$ cat src/rtl/date_day_of_year_converter_defines.svh
// Assertion macros shared by the day-of-year converter RTL.
`ifndef DATE_DAY_OF_YEAR_CONVERTER_DEFINES_SVH
`define DATE_DAY_OF_YEAR_CONVERTER_DEFINES_SVH

// Checked on every clock edge once reset is released.
`define DDOY_ASSERT(lbl, prop, msg) \
  lbl: assert property (@(posedge clk) disable iff (rst) prop) else $error(msg);

// Checked on every clock edge, reset included.
`define DDOY_ASSERT_ALWAYS(lbl, prop, msg) \
  lbl: assert property (@(posedge clk) prop) else $error(msg);

`endif

$ cat src/rtl/ddoy_pkg.sv
// Package: calendar tables, result type and constants for the day-of-year converter.
`default_nettype none
package ddoy_pkg;

  // Operation codes
  localparam logic OP_TO_ORDINAL = 1'b0;
  localparam logic OP_TO_DATE    = 1'b1;

  // floor(y / 25) == (y * Div25Mul) >> Div25Shift for every 16-bit y
  localparam int unsigned Div25Mul   = 83887;
  localparam int unsigned Div25Shift = 21;
  localparam int unsigned Div25QW    = 12;

  localparam int unsigned NumMonths = 12;

  typedef struct packed {
    logic       valid_res;
    logic [8:0] day_number_out;
    logic [3:0] month_out;
    logic [4:0] day_out;
  } ddoy_res_t;

  // Length of month m (1..12); zero for codes that are no month
  function automatic logic [4:0] month_len(input logic leap, input logic [3:0] m);
    logic [4:0] len;
    case (m)
      4'd1, 4'd3, 4'd5, 4'd7, 4'd8, 4'd10, 4'd12: len = 5'd31;
      4'd4, 4'd6, 4'd9, 4'd11:                     len = 5'd30;
      4'd2:                                        len = leap ? 5'd29 : 5'd28;
      default:                                     len = 5'd0;
    endcase
    return len;
  endfunction

  // Days in the months before month m (1..12)
  function automatic logic [8:0] days_before(input logic leap, input logic [3:0] m);
    logic [8:0] base;
    case (m)
      4'd1:    base = 9'd0;
      4'd2:    base = 9'd31;
      4'd3:    base = 9'd59;
      4'd4:    base = 9'd90;
      4'd5:    base = 9'd120;
      4'd6:    base = 9'd151;
      4'd7:    base = 9'd181;
      4'd8:    base = 9'd212;
      4'd9:    base = 9'd243;
      4'd10:   base = 9'd273;
      4'd11:   base = 9'd304;
      4'd12:   base = 9'd334;
      default: base = 9'd0;
    endcase
    if (leap && (m > 4'd2)) begin
      base = base + 9'd1;
    end
    return base;
  endfunction

endpackage
`default_nettype wire

$ cat src/rtl/ddoy_calendar.sv
// Table lookup and range checks of both conversion directions, given the leap flag.
`default_nettype none
module ddoy_calendar (
  input  wire logic             operation,
  input  wire logic             leap,
  input  wire logic             year_nz,
  input  wire logic [3:0]       month,
  input  wire logic [4:0]       day,
  input  wire logic [8:0]       day_number,
  output ddoy_pkg::ddoy_res_t   res
);
  import ddoy_pkg::*;

  logic [4:0]  len_fwd;
  logic        ok_fwd;
  logic [8:0]  total;
  logic [8:0]  limit;
  logic        ok_inv;
  logic [NumMonths:1] fits;
  logic [3:0]  m_inv;
  logic [8:0]  rest;

  // Month/day to ordinal day
  always_comb begin
    len_fwd = month_len(leap, month);
    ok_fwd  = (month >= 4'd1) && (month <= 4'd12) && (day != 5'd0) && (day <= len_fwd);
    total   = days_before(leap, month) + {4'b0, day};
  end

  // Ordinal day to month/day: compare against every month end, take the first that fits
  always_comb begin
    limit  = leap ? 9'd366 : 9'd365;
    ok_inv = year_nz && (day_number != 9'd0) && (day_number <= limit);
    for (int i = 1; i <= NumMonths; i++) begin
      fits[i] = day_number <= (days_before(leap, 4'(i)) + {4'b0, month_len(leap, 4'(i))});
    end
    m_inv = 4'd12;
    for (int i = NumMonths; i >= 1; i--) begin
      if (fits[i]) begin
        m_inv = 4'(i);
      end
    end
    rest = day_number - days_before(leap, m_inv);
  end

  // Result selection; invalid beats carry zero fields
  always_comb begin
    res = '0;
    if (operation == OP_TO_ORDINAL) begin
      if (ok_fwd) begin
        res.valid_res      = 1'b1;
        res.day_number_out = total;
      end
    end else begin
      if (ok_inv) begin
        res.valid_res = 1'b1;
        res.month_out = m_inv;
        res.day_out   = rest[4:0];
      end
    end
  end

endmodule
`default_nettype wire

$ cat src/rtl/date_day_of_year_converter.sv
// Top level: three-stage pipelined Gregorian month/day <-> ordinal day converter.
// Each input beat picks a direction with operation: 0 turns month and day into the
// ordinal day of the year, 1 turns an ordinal day back into month and day. Every
// beat yields one result beat, held in the stage three register; a new beat is taken
// every cycle while the output is not stalled. Stage one divides the year by 25 with a
// reciprocal multiply, stage two finishes the leap-year test, stage three does
// the month table lookups and range checks and holds the result. Invalid requests
// return valid_res low with all other fields zero. An output stall freezes only
// the stages that are full, so bubbles are squeezed out.
`default_nettype none
`include "date_day_of_year_converter_defines.svh"
module date_day_of_year_converter (
  input  wire logic       clk,
  input  wire logic       rst,
  input  wire logic       in_valid,
  output      logic       in_stall,
  input  wire logic       operation,
  input  wire logic [15:0] year,
  input  wire logic [3:0] month,
  input  wire logic [4:0] day,
  input  wire logic [8:0] day_number,
  output      logic       out_valid,
  input  wire logic       out_stall,
  output      logic       valid_res,
  output      logic [8:0] day_number_out,
  output      logic [3:0] month_out,
  output      logic [4:0] day_out
);
  import ddoy_pkg::*;

  // Stage valids and load enables
  logic v1, v2, v3;
  logic en1, en2, en3;

  // Stage 1 payload
  logic              s1_op;
  logic [15:0]       s1_year;
  logic [3:0]        s1_month;
  logic [4:0]        s1_day;
  logic [8:0]        s1_dn;
  logic [Div25QW-1:0] s1_q25;

  // Stage 2 payload
  logic        s2_op;
  logic        s2_leap;
  logic        s2_year_nz;
  logic [3:0]  s2_month;
  logic [4:0]  s2_day;
  logic [8:0]  s2_dn;

  // Stage 3 (output) payload
  ddoy_res_t   s3_res;
  ddoy_res_t   res_next;

  logic [32:0] prod25;
  logic [16:0] back25;
  logic        leap_next;

  // A stage loads when empty or when its contents move on
  always_comb begin
    en3 = !v3 || !out_stall;
    en2 = !v2 || en3;
    en1 = !v1 || en2;
  end

  assign in_stall = !en1;

  // Stage valid bits
  always_ff @(posedge clk) begin
    if (rst) begin
      v1 <= 1'b0;
      v2 <= 1'b0;
      v3 <= 1'b0;
    end else begin
      if (en1) v1 <= in_valid;
      if (en2) v2 <= v1;
      if (en3) v3 <= v2;
    end
  end

  // Stage 1: quotient of year by 25
  assign prod25 = {17'b0, year} * 33'(Div25Mul);

  always_ff @(posedge clk) begin
    if (en1) begin
      s1_op    <= operation;
      s1_year  <= year;
      s1_month <= month;
      s1_day   <= day;
      s1_dn    <= day_number;
      s1_q25   <= prod25[Div25Shift +: Div25QW];
    end
  end

  // Stage 2: leap test; divisible by 25 means leap iff divisible by 16, else by 4
  always_comb begin
    back25    = {1'b0, s1_q25, 4'b0} + {2'b0, s1_q25, 3'b0} + {5'b0, s1_q25};
    leap_next = (back25 == {1'b0, s1_year}) ? (s1_year[3:0] == 4'd0)
                                             : (s1_year[1:0] == 2'd0);
  end

  always_ff @(posedge clk) begin
    if (en2) begin
      s2_op      <= s1_op;
      s2_leap    <= leap_next;
      s2_year_nz <= (s1_year != 16'd0);
      s2_month   <= s1_month;
      s2_day     <= s1_day;
      s2_dn      <= s1_dn;
    end
  end

  // Stage 3: conversion proper
  ddoy_calendar u_calendar (
    .operation  (s2_op),
    .leap       (s2_leap),
    .year_nz    (s2_year_nz),
    .month      (s2_month),
    .day        (s2_day),
    .day_number (s2_dn),
    .res        (res_next)
  );

  always_ff @(posedge clk) begin
    if (en3) begin
      s3_res <= res_next;
    end
  end

  assign out_valid      = v3;
  assign valid_res      = s3_res.valid_res;
  assign day_number_out = s3_res.day_number_out;
  assign month_out      = s3_res.month_out;
  assign day_out        = s3_res.day_out;

  // Checks
  `DDOY_ASSERT(a_invalid_zero, out_valid && !valid_res |-> (day_number_out == 9'd0) && (month_out == 4'd0) && (day_out == 5'd0), "invalid result with nonzero fields")
  `DDOY_ASSERT(a_one_direction, out_valid && (day_number_out != 9'd0) |-> (month_out == 4'd0) && (day_out == 5'd0), "result carries both directions")
  `DDOY_ASSERT(a_date_sane, out_valid && valid_res && (month_out != 4'd0) |-> (day_out != 5'd0) && (month_out <= 4'd12), "bad month/day result")
  `DDOY_ASSERT(a_mid_hold, v2 && !en3 |=> v2, "stage two lost a beat while blocked")
  `DDOY_ASSERT_ALWAYS(a_empty_no_stall, !v1 |-> !in_stall, "input stalled with empty first stage")

endmodule
`default_nettype wire

$ cat config.mk
export PLATFORM = sky130hd
export DESIGN_NAME = date_day_of_year_converter
export DESIGN_NICKNAME = d
export VERILOG_FILES = /design/src/rtl/ddoy_pkg.sv /design/src/rtl/ddoy_calendar.sv /design/src/rtl/date_day_of_year_converter.sv
export VERILOG_INCLUDE_DIRS = /design/src /design/src/rtl
export SDC_FILE = /design/constraint.sdc
export NUM_CORES = 1
export LEC_CHECK = 0
export ABC_AREA = 0
export BUFFER_PORTS_ARGS = -buffer_cell sky130_fd_sc_hd__buf_4
export CAP_MARGIN = 10
export CORE_MARGIN = 2
export CORE_UTILIZATION = 55
export CTS_CLUSTER_DIAMETER = 120
export DETAILED_ROUTE_END_ITERATION = 10
export GPL_TIMING_DRIVEN = 0
export PLACE_DENSITY = 0.73
export SYNTH_ARGS = -nofsm -noshare
export SYNTH_HDL_FRONTEND = slang
export SYNTH_SLANG_ARGS = --single-unit
$ cat constraint.sdc
create_clock -name clk -period 8.11 [get_ports clk]
set_input_delay 1.622 -clock clk [delete_from_list [all_inputs] [get_ports clk]]
set_output_delay 1.622 -clock clk [all_outputs]
set_load 0.01 [all_outputs]
# Word-level counts from Yosys, hierarchy flattened
# Memories as Yosys holds them, arrays and structs flattened. A register that Yosys moved wholly into a read port is not among the register bits.
# Index checks and enable logic that the tools add are counted.
[classes] addsub=16 n_mul=1 n_lt_le_gt_ge=17 n_eq_ne=13 n_mux=30 n_bitwise=1 n_reduce_logical=24
[ops] operator="$le 9x9->1" n=7
[ops] operator="$add 8x5->9 const B" n=4
[ops] operator="$mux 4" n=9
[ops] operator="$mul 16x17->33 const B" n=1
[ops] operator="$eq 4x4->1 const B" n=5
[ops] operator="$add 9x5->9 const B" n=2
[ops] operator="$le 9x8->1" n=2
[ops] operator="$mux 3" n=6
[ops] operator="$add 16x15->17" n=1
[ops] operator="$add 17x12->17" n=1
[ops] operator="$eq 17x16->1" n=1
[ops] operator="$add 7x5->8 const B" n=2
[ops] operator="$eq 4x3->1 const B" n=4
[ops] operator="$reduce_bool 16->1" n=1
[ops] operator="$pmux 5 s3" n=1
[ops] operator="$mux 10" n=1
[ops] operator="$add 9x1->9 const B" n=1
[ops] operator="$add 9x5->9" n=1
[ops] operator="$le 9x5->1 const B" n=1
[ops] operator="$le 9x6->1" n=1
[ops] operator="$le 9x7->1" n=1
[ops] operator="$mux 9" n=1
[ops] operator="$reduce_bool 9->1" n=1
[ops] operator="$eq 4x2->1 const B" n=2
[ops] operator="other kinds (23)" n=45
[totals] reg_bits=90 rom_bits=288 input_bits=39 output_inout_bits=21 wordCells=123 mem_count=2
[memory_table] name="(name not given)" depth=16 width=9 rd=1 rd_ports_with_merged_regs=0 write_ports=0 line_no="ddoy_pkg.sv:38" rtl="case (m)"
[memory_table] name="(name not given)" depth=16 width=9 rd=1 rd_ports_with_merged_regs=1 write_ports=0 line_no="ddoy_pkg.sv:38"

# Logic depth before layout (Yosys ltp)
# Gate-level depths: netlist (run 1).
[depth] word_depth=18 depth_mapped=24

# Cells and area by module
# From an unflattened synthesis (run 1), not the netlist that was laid out.
[unflattened] hier_cells=1024 hier_area_um2=10769.1
[by_module_without_submodules] module="date_day_of_year_converter" n_inst=1 cells_per_inst=767 area_each_um2=8816.0 seq_area_each_um2=2672.6
[by_module_without_submodules] module="ddoy_calendar" n_inst=1 cells_per_inst=257 area_each_um2=1953.1 seq_area_each_um2=0.0

# Worst setup path before layout (run 1)
# OpenSTA, ideal clock, no wires.
[synth_path] path_kind="input port to flip-flop" startpoint="in year[10]" endpoint="reg s1_q25[11], data pin" setup_ns=0.256 arrival_time_ns=6.895 required_time_ns=7.854 setup_slack_ns=0.959 stages=18 path_buffers=0 cell_sequence="fa_1 -> inv_1 -> fa_1 -> inv_1 -> fa_1 -> fa_1 -> fa_1 -> fa_1 -> ha_1 -> a21o_1 -> a221o_1 -> nand2_1 -> nand2_1 -> o2111ai_2 -> a21oi_1 -> a311o_1 -> a2111o_1 -> o211a_1"
[synth_between] elab_chain_cells=1
[synth_rtl] element="start, declared" line_no="date_day_of_year_converter.sv:18" rtl="input wire logic [15:0] year,"
[synth_rtl] element="$mul 16x17->33" line_no="date_day_of_year_converter.sv:82" rtl="assign prod25 = {17'b0, year} * 33'(Div25Mul);"
[synth_rtl] element="net prod25[32]" line_no="date_day_of_year_converter.sv:55" rtl="logic [32:0] prod25;"
[synth_rtl] element="end signal, assigned" line_no="date_day_of_year_converter.sv:91" rtl="s1_q25 <= prod25[Div25Shift +: Div25QW];"
[synth_rtl] element="end, declared" line_no="date_day_of_year_converter.sv:41" rtl="logic [Div25QW-1:0] s1_q25;"
# The timed path passes the listed nets, and every way through them passes these cells.
# A chain may end at the register's enable or synchronous reset.

# Worst setup path after layout (run 1)
# Ends and elaborated chain as after synthesis.

==> results.py, run 1 <==
metrics = {
    "power": {
        "swShare": 0.443,
        "power_density_nw_per_um2": 370,
        "power_frac_clock": 0.109,
        "power.switching_mw": 1.85,
        "power.share.sequential": 0.178,
        "ir_worst_vdd_mv": 0.395,
        "combPwrFrac": 0.713,
        "p_int_mw": 2.33,
        "cellLeakagePower_nw": 5.55,
    },
    "grt": {
        "grt_pass1_wl_mm": 32.0,
        "grt_max_degree": 27,
        "antenna_found_initial": 0,
        "grt_pass1_vias": 6851,
        "grtUsageTotal": 0.206,
        "overflow": 0,
    },
    "worst_setup_path": {
        "crit_type": "in2reg",
        "r2r_setup_slack_ns": 2.55,
        "path_common_cell": "fa_1",
        "r2r_end": "day_out[4]",
        "path_cells": "buf_4, fa_1, inv_1, fa_1, inv_1, fa_1, fa_1, fa_1, fa_1, ha_1, and3_1, and3_1, nand2_1, a211oi_1, o2111ai_2, a21oi_1, a311o_1, nand2_1, o211a_1",
        "cp_slowest_cell": "fa_1",
        "max_stage_delay_ns": 0.66,
        "cp.arrival_ns": 7.60,
        "crit-reg2reg-launch": "s2_leap",
        "r2r_cells": 22,
        "required_ns": 8.23,
        "setup.worst_path.start_class": "input pin",
        "end_kind": "flop",
        "critPathMaxFanout": 6,
    },
    "clock_network": {
        "cts.sinks": 99,
        "htree_levels": 3,
        "clk_latency_ns": 0.37,
        "cts_buffer_depth": 2,
        "cts_resized": 0,
        "clk_pin_slew_ns": 0.08,
        "cts_buffers": 9,
        "postCtsHoldBufs": 0,
        "cts_setup_buffers": 0,
        "tritoncts": "yes",
        "root_buffer": "clkbuf_16",
    },
    "die": {
        "rows": 49,
        "die_w_um": 140,
        "dieArea_um2": 19700,
        "core_um2": 18100,
        "pin_count": 60,
        "initial_core_util": 0.564,
        "die_y_um": 140,
    },
    "job": {
        "cap_violations": 0,
    },
    "route": {
        "drc": 0,
        "wl_per_cell_um": 15.5,
        "num_vias": 6631,
        "dr.pass1.iters": 4,
        "antenna_left": 0,
        "wl_mm": 18.9,
        "first_iter_violations": 325,
        "via_per_inst": 5.41,
    },
    "sta": {
        "min_period_over_period": 0.922,
        "finalHoldViolations": 0,
        "slew-limit-headroom": 0.381,
        "timing.fmax_ghz": 0.134,
        "grt_setup_unrepaired": "no",
        "min_period_ns": 7.48,
        "slew_violations": 0,
        "timing_worst_slew_pin_value_ns": 0.923,
        "finalClockSkew_ns": 0.0135,
        "setup_viol": 0,
        "setup-tns-final_ns": 0,
    },
    "synthesis": {
        "syn_area_um2": 10200,
        "synth_cell_types": 58,
        "async_reset_ff_frac": 0,
        "synthAdderAreaFrac": 0.439,
        "synthesis.nets": 1252,
        "yosysWarningCount": 0,
        "synth-xor-area-share": 0.0489,
        "synth_mux_area_frac": 0.00601,
        "synth-compound-area-share": 0.0851,
        "synth.avg_cell_area_um2": 11.1,
        "postSynthCellCount": 920,
        "synth_top_family_by_area": "adder cells",
        "ys.flop_type": "edfxtp_1",
        "yosys.area_share.simple": 0.0776,
        "synth_edf_count": 87,
        "synth-seq-cells": 99,
        "ys_seq_area_frac": 0.280,
    },
    "status": {
        "outcome": "finished clean",
    },
    "cells_and_area": {
        "antenna_cells": 0,
        "fill_cells": 1465,
        "nets": 1323,
        "design_area_um2": 11300,
        "syn_to_final_growth_pct": 10.6,
        "drive_gt1_frac": 0.0873,
    },
    "placed_design": {
        "hpwlAfterDp_mm": 15.8,
        "portBuffers": 59,
        "gp_congestion": 0.915,
        "placed_area_um2": 11000,
    },
    "min_path": {
        "holdPathStages": 0,
        "holdPathEnd": "s2_day[2]",
        "min-delay-start": "s1_day[2]",
        "hold_class": "reg2reg",
    },
}
[flip-flops by register name, indices dropped and copies added (netlist names), named ones only]
| name | cells |
|---|---|
| s2_leap | 1 |
| s1_q25 | 12 |
| s2_day | 5 |
| s2_month | 4 |
| s1_day | 5 |
| s1_year | 16 |
| out_valid | 1 |
| s2_dn | 9 |
| s2_year_nz | 1 |
| month_out | 4 |
| s2_op | 1 |
| s1_month | 4 |
| day_out | 5 |
| day_number_out | 9 |
| valid_res | 1 |
| v2 | 1 |
| v1 | 1 |
| s1_op | 1 |
| s1_dn | 9 |
[critical path, delay by kind of cell]
kind / cells / cell delay, ns
adder cells (fa/ha/maj): 7 / 3.56
AO/OA/AOI/OAI: 5 / 1.55
AND/OR/NAND/NOR: 4 / 0.55
buffers and inverters: 3 / 0.30
[synthesized netlist by cell type, types with 5 or more instances]
| library cell | instances | area share |
|---|---|---|
| o21ai_0 | 19 | 0.0093 |
| edfxtp_1 | 87 | 0.26 |
| a21o_1 | 20 | 0.015 |
| clkbuf_1 | 8 | 0.0029 |
| dfxtp_1 | 12 | 0.024 |
| mux2i_1 | 5 | 0.0049 |
| nand4_1 | 10 | 0.0061 |
| fa_1 | 108 | 0.21 |
| nor4_1 | 7 | 0.0043 |
| nand3_1 | 11 | 0.0054 |
| a31oi_1 | 9 | 0.0055 |
| xor2_1 | 20 | 0.017 |
| inv_1 | 162 | 0.060 |
| a21oi_1 | 41 | 0.020 |
| and3_1 | 9 | 0.0055 |
| ha_1 | 185 | 0.23 |
| nor3_1 | 7 | 0.0034 |
| a211oi_1 | 5 | 0.0037 |
| nand2_1 | 43 | 0.016 |
| nor2_1 | 42 | 0.015 |
| xnor2_1 | 37 | 0.032 |
| nor2b_1 | 9 | 0.0055 |
[power by group through the flow]
stage | clock network (mW) | logic [mW] | registers [mW]
final | 0.453 | 2.98 | 0.743
after global routing | 0.481 | 3.46 | 0.754
after CTS | 0.463 | 3.01 | 0.744
after detailed placement | 0 | 2.98 | 0.755
after global placement | 0 | 2.90 | 0.754
after floorplan | 0 | 2.37 | 0.743
[logic make-up after synthesis]
kind of cell,after synthesis
XOR/XNOR,57
AND/OR/NAND/NOR,162
adder cells (fa/ha/maj),293
multiplexers,6
AO/OA/AOI/OAI,131
flip-flops,99
buffers and inverters,172
[metal layers]
metal	part of all wire	vias up	GRT usage	wire length, um
li1	-	3293	-	-
met1	0.44	3176	0.259	8250
met2	0.51	140	0.370	9610
met3	0.041	22	0.0318	785
met4	0.015	0	0.0574	289
met5	0	-	0	0
[layout by cell type, fill, tap and decap left out, types with 7 or more instances in the layout]
cell and n:
a21o_1 20, a21oi_1 41, a31oi_1 9, and3_1 9
buf_4 59, clkbuf_1 8, clkbuf_16 10, dfxtp_1 12
edfxtp_1 87, fa_1 108, ha_1 185, inv_1 162
nand2_1 42, nand3_1 11, nand4_1 10, nor2_1 42
nor2b_1 9, nor3_1 7, nor4_1 7, o21ai_0 19
xnor2_1 37, xor2_1 20
[worst max path at each step]
stage	from	endpoint	cells after the start
detailed placement	year[10]	s1_q25[11]	19
CTS	year[10]	s1_q25[11]	19
global placement	year[10]	s1_q25[11]	19
floorplan	year[10]	s1_q25[11]	18
finish	year[10]	s1_q25[11]	19
global route	year[10]	s1_q25[11]	19
[through the flow]
stage                     worst slack, ns  power (mW)  instances  hold slack (ns)  utilization
final                               0.629        4.17       1225            0.410        0.624
after CTS                           0.622        4.22       1225            0.415        0.624
after detailed placement            0.261        3.74       1209            0.405        0.606
after global routing                0.364        4.69       1225            0.433        0.624
after global placement              0.336        3.65       1208            0.401        0.604
after floorplan                     0.959        3.11        920            0.400            -
[layout make-up]
cell class	instances	area [um^2]	area share
flip-flops and latches	99	2850	0.253
well taps	229	287	0.0254
clock inverters	6	72.6	0.00643
multi-input cells	649	6700	0.594
repair buffers	60	470	0.0417
clock buffers	10	250	0.0222
inverters	163	612	0.0542
plain buffers	9	41.3	0.00366
(Power assumes the default switching activity.)
==> run 2, diff against run 1 <==
--- a/config.mk
+++ b/config.mk
@@ -14,7 +14,7 @@
 export CTS_CLUSTER_DIAMETER = 120
 export DETAILED_ROUTE_END_ITERATION = 10
 export GPL_TIMING_DRIVEN = 0
-export PLACE_DENSITY = 0.73
+export PLACE_DENSITY = 0.76
 export SYNTH_ARGS = -nofsm -noshare
 export SYNTH_HDL_FRONTEND = slang
 export SYNTH_SLANG_ARGS = --single-unit
==> constraint.sdc (replaced) <==
create_clock -name clk -period 6.38 [get_ports clk]
set_input_delay 1.276 -clock clk [delete_from_list [all_inputs] [get_ports clk]]
set_output_delay 1.276 -clock clk [all_outputs]
set_load 0.01 [all_outputs]
==> run 2 against run 1 <==
Compared with the run above: the flow now finishes with violations (setup timing); clock-buffer cell count shrank 1; register-to-register slack lost 1.6 ns; sequential share of layout area shrank 0.86 points; via count grew 2.6%; non-clock buffer count grew 12; sequential power grew 27%; largest cell class unchanged; highest routed layer unchanged.
==> results.py, run 2 (synthesis gave the netlist of run 1 again) <==
metrics = {
    "power": {
        "ir_worst_vdd_mv": 0.681,
        "swShare": 0.452,
        "power.switching_mw": 2.80,
        "power.share.sequential": 0.152,
        "combPwrFrac": 0.753,
        "p_int_mw": 3.40,
        "power_frac_clock": 0.095,
        "power_density_nw_per_um2": 531,
        "cellLeakagePower_nw": 5.61,
    },
    "sta": {
        "finalHoldViolations": 0,
        "fin_ws_ns": -0.0604,
        "finalClockSkew_ns": 0.00980,
        "setup-tns-final_ns": -0.0604,
        "timing.fmax_ghz": 0.155,
        "grt_setup_unrepaired": "yes",
        "whs_ns": 0.421,
        "slew_violations": 0,
        "min_period_over_period": 1.01,
        "setup_viol": 1,
        "slew-limit-headroom": 0.372,
        "min_period_ns": 6.44,
        "timing_worst_slew_pin_value_ns": 0.937,
    },
    "status": {
        "violations": "setup timing",
        "outcome": "finished, violations left",
    },
    "placed_design": {
        "placed_area_um2": 11000,
        "portBuffers": 59,
        "post-place-ws_ns": -0.673,
        "gp_congestion": 0.914,
        "hpwlAfterDp_mm": 16.0,
    },
    "route": {
        "via_per_inst": 5.50,
        "num_vias": 6805,
        "wl_per_cell_um": 16.3,
        "drc": 0,
        "dr.pass1.iters": 5,
        "antenna_left": 0,
        "wl_mm": 20.2,
        "first_iter_violations": 350,
    },
    "job": {
        "cap_violations": 0,
    },
    "cells_and_area": {
        "syn_to_final_growth_pct": 14.5,
        "final_common_cell": "ha_1",
        "design_area_um2": 11700,
        "top_register": "s1_year",
        "drive_gt1_frac": 0.147,
        "largest_reg_flops": 16,
        "antenna_cells": 0,
        "nets": 1335,
        "reg_top3": "s1_year: 16 flops, s1_q25: 12 flops",
        "final_cell_mix": "ha_1, inv_1, fa_1",
        "fill_cells": 1327,
    },
    "worst_setup_path": {
        "setup.worst_path.start_class": "input pin",
        "crit-reg2reg-launch": "s2_leap",
        "r2r_cells": 22,
        "r2r_setup_slack_ns": 0.91,
        "required_ns": 6.49,
        "critPathMaxFanout": 7,
        "end_kind": "flop",
        "crit_type": "in2reg",
        "cp.arrival_ns": 6.55,
        "r2r_end": "day_out[4]",
    },
    "die": {
        "pin_count": 60,
        "die_y_um": 140,
        "dieArea_um2": 19700,
        "initial_core_util": 0.564,
        "core_um2": 18100,
        "rows": 49,
        "die_w_um": 140,
    },
    "grt": {
        "antenna_found_initial": 0,
        "grtUsageTotal": 0.206,
        "grt_pass1_wl_mm": 31.9,
        "overflow": 0,
        "grt_max_degree": 41,
        "grt_pass1_vias": 6741,
    },
    "min_path": {
        "holdPathEnd": "s2_dn[0]",
        "holdPathStages": 0,
        "hold_class": "reg2reg",
        "min-delay-start": "s1_dn[0]",
    },
    "clock_network": {
        "clk_pin_slew_ns": 0.07,
        "root_buffer": "clkbuf_16",
        "postCtsHoldBufs": 0,
        "htree_levels": 3,
        "cts_buffer_depth": 2,
        "clk_latency_ns": 0.36,
        "tritoncts": "yes",
        "cts.sinks": 99,
        "cts_buffers": 9,
    },
}
run 2: cell count changes in the layout (fill, tap and decap cells not counted), moves of 8 or more:
cell   before  now
fa_2        0   14
fa_1      108   94
buf_6       1    9
ha_1      185  177
inv_1     162  154
run 2: worst max-delay path by stage:
stage / start / endpoint / cells after the start
6_report: year[7] / s1_q25[11] / 19
3_5_place_dp: year[12] / s1_q25[11] / 19
4_1_cts: year[3] / s1_q25[11] / 19
3_3_place_gp: year[7] / s1_q25[11] / 19
2_1_floorplan: year[12] / s1_q25[11] / 18
5_1_grt: year[4] / s1_q25[11] / 19
run 2: critical path: stages:
cell and delay [ns]:
buf_4 0.16, fa_1 0.58, inv_1 0.08, fa_2 0.57, fa_2 0.43, inv_1 0.09
fa_2 0.44, fa_2 0.35, fa_1 0.55, ha_4 0.22, a21o_1 0.16, a221o_1 0.30
nand2_1 0.08, nand2_2 0.09, o2111ai_4 0.23, a21oi_2 0.09, a311o_1 0.31, a2111o_1 0.38
o211a_1 0.13
run 2: power groups by stage:
stage                     registers (mW)  logic, mW  clock network, mW
after floorplan                    0.945       3.01                  0
after global placement             0.957       3.67                  0
after detailed placement           0.960       3.78                  0
after CTS                          0.946       4.18              0.597
after global routing               0.958       5.21              0.623
final                              0.945       4.67              0.587
run 2: through the flow:
step | util | total power [mW] | instances
finish | 0.646 | 6.20 | 1237
global route | 0.646 | 6.79 | 1237
CTS | 0.636 | 5.72 | 1234
detailed placement | 0.607 | 4.74 | 1209
global placement | 0.605 | 4.63 | 1208
floorplan | - | 3.95 | 920
run 2: layer usage:
metal  GRT usage  wire length (um)
met1       0.259              8560
met2       0.365             10600
met3      0.0301               717
met4      0.0686               328
met5           0                 0
run 2: what timing repair did:
action	4_1_cts	5_1_grt
buffers inserted	9	3
hold endpoints to repair	0	0
cloned	0	0
gates resized for setup	28	37
pin swaps	25	45
endpoints found under the setup margin	5	5
run 2: cell type report:
class	count	area [um^2]	share of cell area
Timing Repair Buffer	72	603	0.0516
Multi-Input combinational cell	649	6960	0.596
Clock inverter	7	100	0.00857
Clock buffer	9	225	0.0193
Tap cell	229	287	0.0245
Buffer	9	41.3	0.00353
Inverter	163	614	0.0526
Sequential cell	99	2850	0.244
